--- src/rtl/core/tilt_complementary_filter_defines.svh ---
// Assertion macros shared by the tilt filter RTL.
// Needs i_clk and i_rst_n in the scope where a macro is used.
`ifndef TILT_COMPLEMENTARY_FILTER_DEFINES_SVH
`define TILT_COMPLEMENTARY_FILTER_DEFINES_SVH

// Checks that the consequent holds in the same cycle as the antecedent.
`define TCF_ASSERT_SAME(lbl, ante, cons, msg) \
    lbl: assert property (@(posedge i_clk) disable iff (!i_rst_n) (ante) |-> (cons)) \
        else $error(msg);

// Checks that the consequent holds in the cycle after the antecedent.
`define TCF_ASSERT_NEXT(lbl, ante, cons, msg) \
    lbl: assert property (@(posedge i_clk) disable iff (!i_rst_n) (ante) |=> (cons)) \
        else $error(msg);

`endif

--- src/rtl/core/tcf_pkg.sv ---
// Shared constants, types and the arctangent table of the tilt filter.
// Used by every module in rtl/core; depends on nothing.
package tcf_pkg;

    localparam int unsigned FILTER_WEIGHT     = 65274;
    localparam int unsigned CORDIC_ITERATIONS = 16;
    localparam int unsigned TABLE_LEN         = 24;
    localparam int unsigned CORDIC_STEPS      =
        (CORDIC_ITERATIONS > TABLE_LEN) ? TABLE_LEN : CORDIC_ITERATIONS;

    localparam int unsigned W_BITS  = 16;
    localparam logic [W_BITS-1:0] W_VALUE = W_BITS'(FILTER_WEIGHT);
    localparam logic [W_BITS:0]   W_COMPL = (W_BITS + 1)'(65536 - FILTER_WEIGHT);

    localparam int unsigned STEP_W = 5;
    localparam int unsigned XY_W   = 28;
    localparam int unsigned Z_W    = 27;
    localparam int unsigned ANG_W  = Z_W - 8;
    localparam int unsigned P_W    = 27;
    localparam int unsigned B_W    = 46;

    localparam int signed HALF_TURN = 180 * 65536;

    localparam int unsigned NUM_REGS = 8;
    localparam logic [2:0] REG_GYRO_X_BIAS   = 3'd0;
    localparam logic [2:0] REG_GYRO_Y_BIAS   = 3'd1;
    localparam logic [2:0] REG_VERTEX_ACC_X  = 3'd2;
    localparam logic [2:0] REG_VERTEX_ACC_Y  = 3'd3;
    localparam logic [2:0] REG_VERTEX_ACC_Z  = 3'd4;
    localparam logic [2:0] REG_EDGE_ACC_X    = 3'd5;
    localparam logic [2:0] REG_EDGE_ACC_Y    = 3'd6;
    localparam logic [2:0] REG_EDGE_ACC_Z    = 3'd7;

    typedef enum logic [5:0] {
        ST_IDLE    = 6'b000001,
        ST_CORD_Y  = 6'b000010,
        ST_CORD_X  = 6'b000100,
        ST_BLEND_Y = 6'b001000,
        ST_BLEND_X = 6'b010000,
        ST_FINISH  = 6'b100000
    } t_state;

    // Arctangent of 2^-i in 1/65536 degree.
    function automatic logic signed [Z_W-1:0] atan_entry(input logic [STEP_W-1:0] idx);
        logic [21:0] v;
        unique case (idx)
            5'd0:    v = 22'd2949120;
            5'd1:    v = 22'd1740967;
            5'd2:    v = 22'd919879;
            5'd3:    v = 22'd466945;
            5'd4:    v = 22'd234379;
            5'd5:    v = 22'd117304;
            5'd6:    v = 22'd58666;
            5'd7:    v = 22'd29335;
            5'd8:    v = 22'd14668;
            5'd9:    v = 22'd7334;
            5'd10:   v = 22'd3667;
            5'd11:   v = 22'd1833;
            5'd12:   v = 22'd917;
            5'd13:   v = 22'd458;
            5'd14:   v = 22'd229;
            5'd15:   v = 22'd115;
            5'd16:   v = 22'd57;
            5'd17:   v = 22'd29;
            5'd18:   v = 22'd14;
            5'd19:   v = 22'd7;
            5'd20:   v = 22'd4;
            5'd21:   v = 22'd2;
            5'd22:   v = 22'd1;
            default: v = 22'd0;
        endcase
        return $signed({{(Z_W-22){1'b0}}, v});
    endfunction

endpackage

--- src/rtl/core/tcf_cordic.sv ---
// Iterative CORDIC atan2 in vectoring mode, one micro-rotation per cycle.
// Depends on tcf_pkg for widths, step count and the arctangent table.
module tcf_cordic import tcf_pkg::*; (
    input  logic                    i_clk,
    input  logic                    i_rst_n,
    input  logic                    i_start,
    input  logic signed [15:0]      i_y,
    input  logic signed [16:0]      i_x,
    output logic                    o_done,
    output logic signed [ANG_W-1:0] o_angle
);

    logic                    r_busy, n_busy;
    logic                    r_fin, n_fin;
    logic                    r_done, n_done;
    logic [STEP_W-1:0]       r_step, n_step;
    logic signed [XY_W-1:0]  r_x, n_x;
    logic signed [XY_W-1:0]  r_y, n_y;
    logic signed [Z_W-1:0]   r_z, n_z;
    logic signed [ANG_W-1:0] r_angle, n_angle;
    logic signed [XY_W-1:0]  x0, y0, xs, ys;
    logic signed [Z_W-1:0]   z_rnd;

    always_comb begin
        x0      = XY_W'(i_x) <<< 8;
        y0      = XY_W'(i_y) <<< 8;
        xs      = r_x >>> r_step;
        ys      = r_y >>> r_step;
        z_rnd   = r_z + Z_W'(128);
        n_busy  = r_busy;
        n_fin   = 1'b0;
        n_done  = 1'b0;
        n_step  = r_step;
        n_x     = r_x;
        n_y     = r_y;
        n_z     = r_z;
        n_angle = r_angle;
        if (r_fin) begin
            n_angle = z_rnd[Z_W-1:8];
            n_done  = 1'b1;
        end else if (r_busy) begin
            if (r_y > 0) begin
                n_x = r_x + ys;
                n_y = r_y - xs;
                n_z = r_z + atan_entry(r_step);
            end else begin
                n_x = r_x - ys;
                n_y = r_y + xs;
                n_z = r_z - atan_entry(r_step);
            end
            n_step = r_step + STEP_W'(1);
            if (r_step == STEP_W'(CORDIC_STEPS - 1)) begin
                n_busy = 1'b0;
                n_fin  = 1'b1;
            end
        end else if (i_start) begin
            if (i_x == 0 && i_y == 0) begin
                n_angle = '0;
                n_done  = 1'b1;
            end else begin
                n_busy = 1'b1;
                n_step = '0;
                if (i_x < 0) begin
                    n_x = -x0;
                    n_y = -y0;
                    n_z = (i_y >= 0) ? Z_W'(HALF_TURN) : -Z_W'(HALF_TURN);
                end else begin
                    n_x = x0;
                    n_y = y0;
                    n_z = '0;
                end
            end
        end
    end

    always_ff @(posedge i_clk) begin
        if (!i_rst_n) begin
            r_busy <= 1'b0;
            r_fin  <= 1'b0;
            r_done <= 1'b0;
        end else begin
            r_busy <= n_busy;
            r_fin  <= n_fin;
            r_done <= n_done;
        end
        r_step  <= n_step;
        r_x     <= n_x;
        r_y     <= n_y;
        r_z     <= n_z;
        r_angle <= n_angle;
    end

    assign o_done  = r_done;
    assign o_angle = r_angle;

endmodule

--- src/rtl/core/tcf_blend.sv ---
// Complementary blend of one axis: the gyro path is weighted by a bit-serial
// shift-and-add multiplier, one weight bit per cycle. Depends on tcf_pkg.
module tcf_blend import tcf_pkg::*; (
    input  logic                    i_clk,
    input  logic                    i_rst_n,
    input  logic                    i_start,
    input  logic signed [16:0]      i_tilt,
    input  logic signed [15:0]      i_rate,
    input  logic [7:0]              i_dt,
    input  logic signed [ANG_W-1:0] i_acc,
    output logic                    o_done,
    output logic signed [16:0]      o_result
);

    logic                    r_busy, n_busy;
    logic                    r_fin, n_fin;
    logic                    r_done, n_done;
    logic [4:0]              r_cnt, n_cnt;
    logic [W_BITS-1:0]       r_w, n_w;
    logic signed [B_W-1:0]   r_pp, n_pp;
    logic signed [B_W-1:0]   r_b, n_b;
    logic signed [16:0]      r_result, n_result;
    logic signed [24:0]      rate_dt;
    logic signed [P_W-1:0]   p;
    logic signed [36:0]      acc_term;
    logic signed [B_W-1:0]   b_rnd;
    logic signed [B_W-25:0]  q;

    always_comb begin
        rate_dt  = i_rate * $signed({1'b0, i_dt});
        p        = (P_W'(i_tilt) <<< 8) + P_W'(rate_dt);
        acc_term = i_acc * $signed({1'b0, W_COMPL});
        b_rnd    = r_b + B_W'(64'sd1 <<< 23);
        q        = b_rnd[B_W-1:24];
        n_busy   = r_busy;
        n_fin    = 1'b0;
        n_done   = 1'b0;
        n_cnt    = r_cnt;
        n_w      = r_w;
        n_pp     = r_pp;
        n_b      = r_b;
        n_result = r_result;
        if (r_fin) begin
            priority if (q > 65535) begin
                n_result = 17'sd65535;
            end else if (q < -65536) begin
                n_result = -17'sd65536;
            end else begin
                n_result = q[16:0];
            end
            n_done = 1'b1;
        end else if (r_busy) begin
            if (r_w[0]) begin
                n_b = r_b + r_pp;
            end
            n_pp  = r_pp <<< 1;
            n_w   = r_w >> 1;
            n_cnt = r_cnt + 5'd1;
            if (r_cnt == 5'(W_BITS - 1)) begin
                n_busy = 1'b0;
                n_fin  = 1'b1;
            end
        end else if (i_start) begin
            n_busy = 1'b1;
            n_cnt  = '0;
            n_w    = W_VALUE;
            n_pp   = B_W'(p);
            n_b    = B_W'(acc_term) <<< 8;
        end
    end

    always_ff @(posedge i_clk) begin
        if (!i_rst_n) begin
            r_busy <= 1'b0;
            r_fin  <= 1'b0;
            r_done <= 1'b0;
        end else begin
            r_busy <= n_busy;
            r_fin  <= n_fin;
            r_done <= n_done;
        end
        r_cnt    <= n_cnt;
        r_w      <= n_w;
        r_pp     <= n_pp;
        r_b      <= n_b;
        r_result <= n_result;
    end

    assign o_done   = r_done;
    assign o_result = r_result;

endmodule

--- src/rtl/core/tilt_complementary_filter.sv ---
// Tilt estimator: one inertial sample in, one filtered X/Y tilt and balance
// flags out. Each accepted sample runs two CORDIC atan2 passes in the shared
// iterative unit (cut short when both operands are zero), then two bit-serial
// blends, and then loads the output register. A new sample is taken once the
// previous one has been loaded into the output register, so the block cannot
// take a new sample before it is through with the last one; a result that is
// not taken holds the block in its final state. Configuration writes are
// accepted every cycle.
module tilt_complementary_filter import tcf_pkg::*; (
    input  logic               i_clk,
    input  logic               i_rst_n,
    input  logic               i_cfg_valid,
    output logic               o_cfg_ready,
    input  logic [3:0]         i_cfg_index,
    input  logic [15:0]        i_cfg_data,
    input  logic               i_valid,
    output logic               o_ready,
    input  logic signed [15:0] i_gyro_x,
    input  logic signed [15:0] i_gyro_y,
    input  logic signed [15:0] i_acc_x,
    input  logic signed [15:0] i_acc_y,
    input  logic signed [15:0] i_acc_z,
    input  logic [7:0]         i_dt_ms,
    output logic               o_valid,
    input  logic               i_ready,
    output logic signed [16:0] o_angle_x,
    output logic signed [16:0] o_angle_y,
    output logic               o_on_vertex,
    output logic               o_on_edge,
    output logic               o_not_balanced
);

`include "tilt_complementary_filter_defines.svh"

    t_state                  r_state, n_state;
    logic [15:0]             r_cfg [NUM_REGS];
    logic                    r_cstart, n_cstart;
    logic                    r_bstart, n_bstart;
    logic signed [15:0]      r_gxc, r_gyc, r_axc, r_ayc, r_azc;
    logic [7:0]              r_dt;
    logic                    r_small, r_mid;
    logic signed [ANG_W-1:0] r_ang_x, r_ang_y;
    logic signed [16:0]      r_bx, r_by;
    logic signed [16:0]      r_tilt_x, r_tilt_y;
    logic                    r_vflag, r_eflag;
    logic                    r_ovalid;
    logic signed [16:0]      r_out_x, r_out_y;
    logic                    r_out_v, r_out_e;

    logic                    in_acc;
    logic signed [16:0]      abs_ax;
    logic                    small_ax;
    logic [2:0]              base;
    logic signed [15:0]      c_y;
    logic signed [16:0]      c_x;
    logic                    c_done;
    logic signed [ANG_W-1:0] c_angle;
    logic signed [16:0]      b_tilt;
    logic signed [15:0]      b_rate;
    logic signed [ANG_W-1:0] b_acc;
    logic                    b_done;
    logic signed [16:0]      b_result;
    logic signed [16:0]      sat_ax, sat_ay;
    logic                    tilted, near_x, near_y, edge_x, latch_v, latch_e, fin_go;

    assign o_cfg_ready = 1'b1;
    assign o_ready     = (r_state == ST_IDLE);
    assign in_acc      = i_valid && o_ready;

    always_comb begin
        abs_ax   = i_acc_x[15] ? -17'(i_acc_x) : 17'(i_acc_x);
        small_ax = (abs_ax < 17'sd2000);
        base     = small_ax ? REG_VERTEX_ACC_X : REG_EDGE_ACC_X;
    end

    always_ff @(posedge i_clk) begin
        if (!i_rst_n) begin
            for (int k = 0; k < NUM_REGS; k++) begin
                r_cfg[k] <= '0;
            end
        end else if (i_cfg_valid && o_cfg_ready && !i_cfg_index[3]) begin
            r_cfg[i_cfg_index[2:0]] <= i_cfg_data;
        end
    end

    always_ff @(posedge i_clk) begin
        if (in_acc) begin
            r_gxc   <= i_gyro_x - $signed(r_cfg[REG_GYRO_X_BIAS]);
            r_gyc   <= i_gyro_y - $signed(r_cfg[REG_GYRO_Y_BIAS]);
            r_axc   <= i_acc_x - $signed(r_cfg[base]);
            r_ayc   <= i_acc_y - $signed(r_cfg[base + 3'd1]);
            r_azc   <= i_acc_z - $signed(r_cfg[base + 3'd2]);
            r_dt    <= i_dt_ms;
            r_small <= small_ax;
            r_mid   <= (abs_ax > 17'sd7000) && (abs_ax < 17'sd10000);
        end
        if (c_done && r_state == ST_CORD_Y) begin
            r_ang_y <= c_angle;
        end
        if (c_done && r_state == ST_CORD_X) begin
            r_ang_x <= -c_angle;
        end
        if (b_done && r_state == ST_BLEND_Y) begin
            r_by <= b_result;
        end
        if (b_done && r_state == ST_BLEND_X) begin
            r_bx <= b_result;
        end
    end

    assign c_y = (r_state == ST_CORD_Y) ? r_axc : r_ayc;
    assign c_x = -17'(r_azc);

    tcf_cordic u_cordic (
        .i_clk   (i_clk),
        .i_rst_n (i_rst_n),
        .i_start (r_cstart),
        .i_y     (c_y),
        .i_x     (c_x),
        .o_done  (c_done),
        .o_angle (c_angle)
    );

    always_comb begin
        if (r_state == ST_BLEND_Y) begin
            b_tilt = r_tilt_y;
            b_rate = r_gyc;
            b_acc  = r_ang_y;
        end else begin
            b_tilt = r_tilt_x;
            b_rate = r_gxc;
            b_acc  = r_ang_x;
        end
    end

    tcf_blend u_blend (
        .i_clk    (i_clk),
        .i_rst_n  (i_rst_n),
        .i_start  (r_bstart),
        .i_tilt   (b_tilt),
        .i_rate   (b_rate),
        .i_dt     (r_dt),
        .i_acc    (b_acc),
        .o_done   (b_done),
        .o_result (b_result)
    );

    always_comb begin
        sat_ax = (r_ang_x > 65535) ? 17'sd65535 :
                 (r_ang_x < -65536) ? -17'sd65536 : r_ang_x[16:0];
        sat_ay = (r_ang_y > 65535) ? 17'sd65535 :
                 (r_ang_y < -65536) ? -17'sd65536 : r_ang_y[16:0];
        tilted = (r_bx > 17'sd1792) || (r_bx < -17'sd1792) ||
                 (r_by > 17'sd1792) || (r_by < -17'sd1792);
        near_x = (r_ang_x <= 102) && (r_ang_x >= -102);
        near_y = (r_ang_y <= 102) && (r_ang_y >= -102);
        edge_x = (r_ang_x <= 76) && (r_ang_x >= -76);
        latch_v = r_small && near_x && near_y && !r_vflag && !r_eflag;
        latch_e = r_mid && edge_x && !r_vflag && !r_eflag;
        fin_go  = (r_state == ST_FINISH) && (!r_ovalid || i_ready);
    end

    always_comb begin
        n_state  = r_state;
        n_cstart = 1'b0;
        n_bstart = 1'b0;
        unique case (r_state)
            ST_IDLE: begin
                if (in_acc) begin
                    n_state  = ST_CORD_Y;
                    n_cstart = 1'b1;
                end
            end
            ST_CORD_Y: begin
                if (c_done) begin
                    n_state  = ST_CORD_X;
                    n_cstart = 1'b1;
                end
            end
            ST_CORD_X: begin
                if (c_done) begin
                    n_state  = ST_BLEND_Y;
                    n_bstart = 1'b1;
                end
            end
            ST_BLEND_Y: begin
                if (b_done) begin
                    n_state  = ST_BLEND_X;
                    n_bstart = 1'b1;
                end
            end
            ST_BLEND_X: begin
                if (b_done) begin
                    n_state = ST_FINISH;
                end
            end
            ST_FINISH: begin
                if (fin_go) begin
                    n_state = ST_IDLE;
                end
            end
            default: n_state = ST_IDLE;
        endcase
    end

    always_ff @(posedge i_clk) begin
        if (!i_rst_n) begin
            r_state  <= ST_IDLE;
            r_cstart <= 1'b0;
            r_bstart <= 1'b0;
            r_tilt_x <= '0;
            r_tilt_y <= '0;
            r_vflag  <= 1'b0;
            r_eflag  <= 1'b0;
            r_ovalid <= 1'b0;
        end else begin
            r_state  <= n_state;
            r_cstart <= n_cstart;
            r_bstart <= n_bstart;
            if (fin_go) begin
                r_ovalid <= 1'b1;
                priority if (latch_v) begin
                    r_tilt_x <= sat_ax;
                    r_tilt_y <= sat_ay;
                    r_vflag  <= 1'b1;
                end else if (latch_e) begin
                    r_tilt_x <= sat_ax;
                    r_tilt_y <= sat_ay;
                    r_eflag  <= 1'b1;
                end else begin
                    r_tilt_x <= r_bx;
                    r_tilt_y <= r_by;
                    if (tilted && r_vflag) begin
                        r_vflag <= 1'b0;
                    end else if (tilted && r_eflag) begin
                        r_eflag <= 1'b0;
                    end
                end
            end else if (i_ready) begin
                r_ovalid <= 1'b0;
            end
        end
    end

    always_ff @(posedge i_clk) begin
        if (fin_go) begin
            r_out_x <= (latch_v || latch_e) ? sat_ax : r_bx;
            r_out_y <= (latch_v || latch_e) ? sat_ay : r_by;
            r_out_v <= latch_v || (r_vflag && !tilted);
            r_out_e <= latch_e || (r_eflag && !(tilted && !r_vflag));
        end
    end

    assign o_valid        = r_ovalid;
    assign o_angle_x      = r_out_x;
    assign o_angle_y      = r_out_y;
    assign o_on_vertex    = r_out_v;
    assign o_on_edge      = r_out_e;
    assign o_not_balanced = !r_out_v && !r_out_e;

    `TCF_ASSERT_SAME(a_flags_exclusive, 1'b1, !(r_vflag && r_eflag), "both balance flags set")
    `TCF_ASSERT_NEXT(a_accept_leaves_idle, in_acc, r_state == ST_CORD_Y, "accept did not start CORDIC")
    `TCF_ASSERT_SAME(a_cordic_done_state, c_done, r_state == ST_CORD_Y || r_state == ST_CORD_X, "CORDIC result outside its phase")
    `TCF_ASSERT_SAME(a_blend_done_state, b_done, r_state == ST_BLEND_Y || r_state == ST_BLEND_X, "blend result outside its phase")

endmodule
--- config.mk ---
export PLATFORM = sky130hd
export DESIGN_NAME = tilt_complementary_filter
export DESIGN_NICKNAME = d
export VERILOG_FILES = /design/src/rtl/core/tcf_pkg.sv /design/src/rtl/core/tcf_cordic.sv /design/src/rtl/core/tcf_blend.sv /design/src/rtl/core/tilt_complementary_filter.sv
export VERILOG_INCLUDE_DIRS = /design/src /design/src/rtl/core
export SDC_FILE = /design/constraint.sdc
export NUM_CORES = 2
export LEC_CHECK = 0
export BUFFER_PORTS_ARGS = -buffer_cell sky130_fd_sc_hd__buf_2
export CORE_ASPECT_RATIO = 1.4
export CORE_MARGIN = 2
export CORE_UTILIZATION = 30
export DETAILED_ROUTE_END_ITERATION = 8
export GPL_TIMING_DRIVEN = 1
export MAX_ROUTING_LAYER = met4
export SYNTH_ARGS = -nofsm -noshare
export SYNTH_HDL_FRONTEND = slang
export SYNTH_SLANG_ARGS = --single-unit
export TNS_END_PERCENT = 30
--- constraint.sdc ---
create_clock -name i_clk -period 11 [get_ports i_clk]
set_input_delay 1.1 -clock i_clk [delete_from_list [all_inputs] [get_ports i_clk]]
set_output_delay 1.1 -clock i_clk [all_outputs]
set_load 0.03 [all_outputs]
==> impl_table.tex <==
\begin{tabular}{lr}
\hline
Metric & Value \\
\hline
\multicolumn{2}{l}{\textbf{STA}} \\
Final critical path time including I/O delays and setup & 7.673 ns \\
Total setup violations reported at the end of the flow & 0 \\
Setup TNS & 0 ns \\
Top achievable clock speed & roughly 130 MHz \\
Slew at the pin closest to its max-slew limit & between 1 and 1.5 ns \\
Number of failing hold endpoints at the final stage & 0 \\
Final count of pins violating max slew & 0 \\
Final setup skew & about 0.029 ns \\
Slew Limit Headroom & between 10\% and 20\% \\
Crit share post-route & approximately 70\% \\
Unrepaired setup endpoints after global routing & no \\
\multicolumn{2}{l}{\textbf{Global route}} \\
Global routing met2 resource utilization & between 30\% and 40\% \\
Total global-route track usage & approximately 17\% \\
Routing layer with the top usage in global route & met2 \\
Overflow after GRT & 0 \\
Maximum number of pins on one net before global-route repair & between 80 and 90 \\
Met3 demand-to-capacity share in global routing & about 2.7\% \\
Global-route wire length before repair & 223.6 mm \\
Antenna violations before repair & 26 \\
Grt met1 use & between 10\% and 20\% \\
Number of global-route vias before repair & roughly 40,000 \\
\multicolumn{2}{l}{\textbf{Floorplan}} \\
Die Ht & about 500 microns \\
Core outline area & roughly 170,000 sq um \\
Die ar. & around 170,000 sq um \\
Top Ports & 153 \\
Row count & around 180 \\
Starting density of the core & between 30 and 40\% \\
Die W & between 300 and 400 microns \\
\multicolumn{2}{l}{\textbf{Placement}} \\
Cell area after placement & 53,430 sq um \\
Global placer's final weighted congestion & slightly below 1 \\
HPWL after DPL & around 110 mm \\
Count of placed standard cells including taps & 7,360 \\
Number of buffers added on ports & between 150 and 200 \\
\multicolumn{2}{l}{\textbf{Clocking}} \\
Clk Latency, worst-skew pair & $\sim$0.70 ns \\
H-tree levels & 3 \\
\# clock sinks & 636 \\
Clock tree from TritonCTS & yes \\
Buffers from clock root to sink, at most & 3 \\
Clock buffer count from CTS & 74 \\
Number of gates resized after cts & 0 \\
Hold-fix buffers, CTS & 0 \\
Clk slew on worst S/H paths & around 0.060 ns \\
Clock root buffer & sky130\_fd\_sc\_hd\_\_clkbuf\_16 \\
\# Post-CTS Setup Buffers & 0 \\
\multicolumn{2}{l}{\textbf{Flow run}} \\
Number of max-cap violations & 0 \\
\multicolumn{2}{l}{\textbf{Detailed routing}} \\
DRC Markers & 0 \\
Detailed router's first-iteration violation count & around 2,600 \\
Vias per cell & slightly above 5 \\
Post-detailed-route count of antenna-violating nets & 0 \\
Routed length per placed instance & 19.23 microns \\
Total wirelength of the detailed-routed design & between 100 and 150 mm \\
Detailed Routing Iterations Pass 1 & 6 \\
Number of vias after detailed routing & slightly below 40,000 \\
\multicolumn{2}{l}{\textbf{Yosys}} \\
Post-Syn Area per Cell & between 9 and 10 sq um \\
Most frequent cell after synthesis & sky130\_fd\_sc\_hd\_\_edfxtp\_1 \\
Combined area of all synthesized cells & between 50,000 and 60,000 sq um \\
Synth Instances & between 5,000 and 6,000 \\
Synth async-reset ratio & 0\% \\
Synth Net Count & approximately 5,700 \\
Dominant cell type by area after synthesis & sky130\_fd\_sc\_hd\_\_edfxtp\_1 \\
Post-synth top flop & sky130\_fd\_sc\_hd\_\_edfxtp\_1 \\
Leading cell types by count after synthesis & sky130\_fd\_sc\_hd\_\_edfxtp\_1 (563), sky130\_fd\_sc\_hd\_\_nand2\_1 (401), sky130\_fd\_sc\_hd\_\_inv\_1 (374) \\
Number of flops mapped to enable cells by yosys & approximately 560 \\
Top cells by area in the synthesized netlist & sky130\_fd\_sc\_hd\_\_edfxtp\_1 (34\%), sky130\_fd\_sc\_hd\_\_ha\_1 (8.9\%), sky130\_fd\_sc\_hd\_\_fa\_1 (5.7\%) \\
Cell variety after synth & $\sim$120 \\
Warning count from the yosys run & 0 \\
Fraction of synthesized cell area taken by the top area cell type & between 30\% and 40\% \\
Number of synthesized register bits & $\sim$640 \\
Share of the yosys chip area belonging to registers & between 30\% and 40\% \\
\multicolumn{2}{l}{\textbf{Cells and area}} \\
Post-route core utilization & about a third \\
Layout cell share with drive strength beyond 1 & under 10\% \\
Final non-filler cell area & between 50,000 and 60,000 sq um \\
Filler cell count in the final layout & approximately 17,000 \\
Non-filler cells, final & around 7,500 \\
Layout overhead on the synthesized area & 11.07\% \\
Final Net Count & 5,803 \\
\multicolumn{2}{l}{\textbf{Critical path}} \\
Maximum fanout count along the critical path & 53 \\
Number of cells on the worst reg-to-reg path & 22 \\
CP Class & reg -> reg \\
Startpoint of the most critical register-to-register path & r\_state[2] \\
Setup slack of the worst register-to-register path & roughly 3.3 ns \\
CP Data Arrival Time & between 8 and 9 ns \\
Endpoint of the worst register-to-register path & u\_blend.r\_pp[24] \\
Nature of the critical path endpoint & register \\
Worst EP required & between 10 and 15 ns \\
Type of element launching the critical path & register \\
\multicolumn{2}{l}{\textbf{Power}} \\
Power density of the placed cells & 198.5 nW/um\^{}2 \\
Leakage power total & $\sim$0.022 uW \\
Largest voltage drop on the vdd net & $\sim$270 uV \\
\multicolumn{2}{l}{\textbf{Outcome}} \\
Result of the run & finished, final reports clean \\
\multicolumn{2}{l}{\textbf{Hold path}} \\
Beginning of the worst hold path & u\_blend.o\_result[6] \\
Number of cells on the worst hold path & 0 \\
Worst Hold Endpoint & r\_by[6] \\
Worst Hold Class & reg -> reg \\
\hline
\end{tabular}
## area by class of cell
class                           instances  area [sq um]  share of cell area [%]
Clock buffer                           93          1996                   3.566
Tap cell                             2250          2815                   5.031
Sequential cell                       636         18370                   32.83
Clock inverter                         42         461.7                  0.8251
Inverter                              382          1444                   2.580
Multi-Input combinational cell       3897         29710                   53.10
Antenna cell                           28         70.07                  0.1252
Timing Repair Buffer                  195          1086                   1.941
## cells by family after synthesis
logic type	share of synthesized area, %
AO/OA/AOI/OAI	15.18
XOR/XNOR	6.050
adder cells (fa/ha/maj)	14.66
buffers and inverters	4.686
flip-flops	36.46
multiplexers	7.170
other	0.007443
AND/OR/NAND/NOR	15.79
## worst max-delay path by stage
stage | from | to | slack, ns | depth (start not counted)
after floorplan | r_state[2] | u_blend.r_pp[24] | 4.11 | 23
after global placement | r_state[2] | u_blend.r_pp[24] | 3.42 | 22
after detailed placement | r_state[2] | u_blend.r_pp[37] | 3.33 | 22
after CTS | r_state[2] | u_blend.r_pp[25] | 3.29 | 22
after global routing | r_state[2] | u_blend.r_pp[41] | 2.67 | 22
final | r_state[2] | u_blend.r_pp[24] | 3.33 | 22
## cells in the final DEF (no fill, tap or decap), types with 100 or more instances in the layout
cell and instances:
sky130_fd_sc_hd__edfxtp_1 563, sky130_fd_sc_hd__nand2_1 401, sky130_fd_sc_hd__inv_1 373, sky130_fd_sc_hd__ha_1 360
sky130_fd_sc_hd__nor2_1 335, sky130_fd_sc_hd__a21oi_1 326, sky130_fd_sc_hd__o21ai_0 289, sky130_fd_sc_hd__and2_1 239
sky130_fd_sc_hd__xnor2_1 200, sky130_fd_sc_hd__buf_2 151, sky130_fd_sc_hd__mux2i_1 150, sky130_fd_sc_hd__xor2_1 148
sky130_fd_sc_hd__fa_1 144, sky130_fd_sc_hd__nor3_1 109, sky130_fd_sc_hd__a21o_1 100
## flip-flops by register name, summed over array words and instances (netlist names), 16 cells and up, named ones only
register and cells:
r_gxc 16, r_ang_y 19, r_tilt_x 17, r_ayc 16
o_angle_y 17, o_angle_x 17, u_cordic.o_angle 19, u_blend.r_pp 46
u_blend.o_result 17, u_blend.r_b 46, r_ang_x 19, r_axc 16
r_tilt_y 17, r_gyc 16, u_blend.r_w 16, u_cordic.r_z 27
r_by 17, u_cordic.r_x 28, r_bx 17, r_azc 16
r_cfg 128, u_cordic.r_y 28
## where the power goes
group / internal [uW] / switching (uW)
Clock: 1460 / 1070
Combinational: 2220 / 3090
Sequential: 3100 / 160
Total: 6780 / 4320
## layer usage
metal / vias to the layer above / share of wire [%]
met1: 18930 / 39
met3: 326 / 5.5
li1: 18710 / -
met5: - / 0
met2: 1014 / 50
met4: 0 / 5.0
## through the flow
stage          hold WS (ns)  setup WS (ns)  total power (uW)
3_5_place_dp         0.4364          3.335              8604
5_1_grt              0.4700          2.671             12030
2_1_floorplan        0.4215          4.107              7431
6_report             0.4541          3.327             11110
4_1_cts              0.4518          3.289             11190
3_3_place_gp         0.4336          3.416              8499
## worst max-delay path, stage by stage (launching register included)
cell	delay, ns
sky130_fd_sc_hd__dfxtp_1	0.46
sky130_fd_sc_hd__nor3_1	0.16
sky130_fd_sc_hd__nand3_4	0.10
sky130_fd_sc_hd__buf_4	0.67
sky130_fd_sc_hd__mux2_2	0.49
sky130_fd_sc_hd__and2_1	0.20
sky130_fd_sc_hd__fa_1	0.56
sky130_fd_sc_hd__fa_1	0.44
sky130_fd_sc_hd__fa_1	0.52
sky130_fd_sc_hd__fa_1	0.54
sky130_fd_sc_hd__inv_1	0.05
sky130_fd_sc_hd__fa_1	0.53
sky130_fd_sc_hd__inv_1	0.05
sky130_fd_sc_hd__ha_1	0.33
sky130_fd_sc_hd__o21a_1	0.21
sky130_fd_sc_hd__a2111oi_0	0.71
sky130_fd_sc_hd__nor3_1	0.11
sky130_fd_sc_hd__o21ai_0	0.27
sky130_fd_sc_hd__a21oi_1	0.18
sky130_fd_sc_hd__a2111o_1	0.39
sky130_fd_sc_hd__a21oi_1	0.17
sky130_fd_sc_hd__xor2_1	0.14
sky130_fd_sc_hd__o21ai_0	0.08
Note: power is estimated with default switching activity, not from simulation.
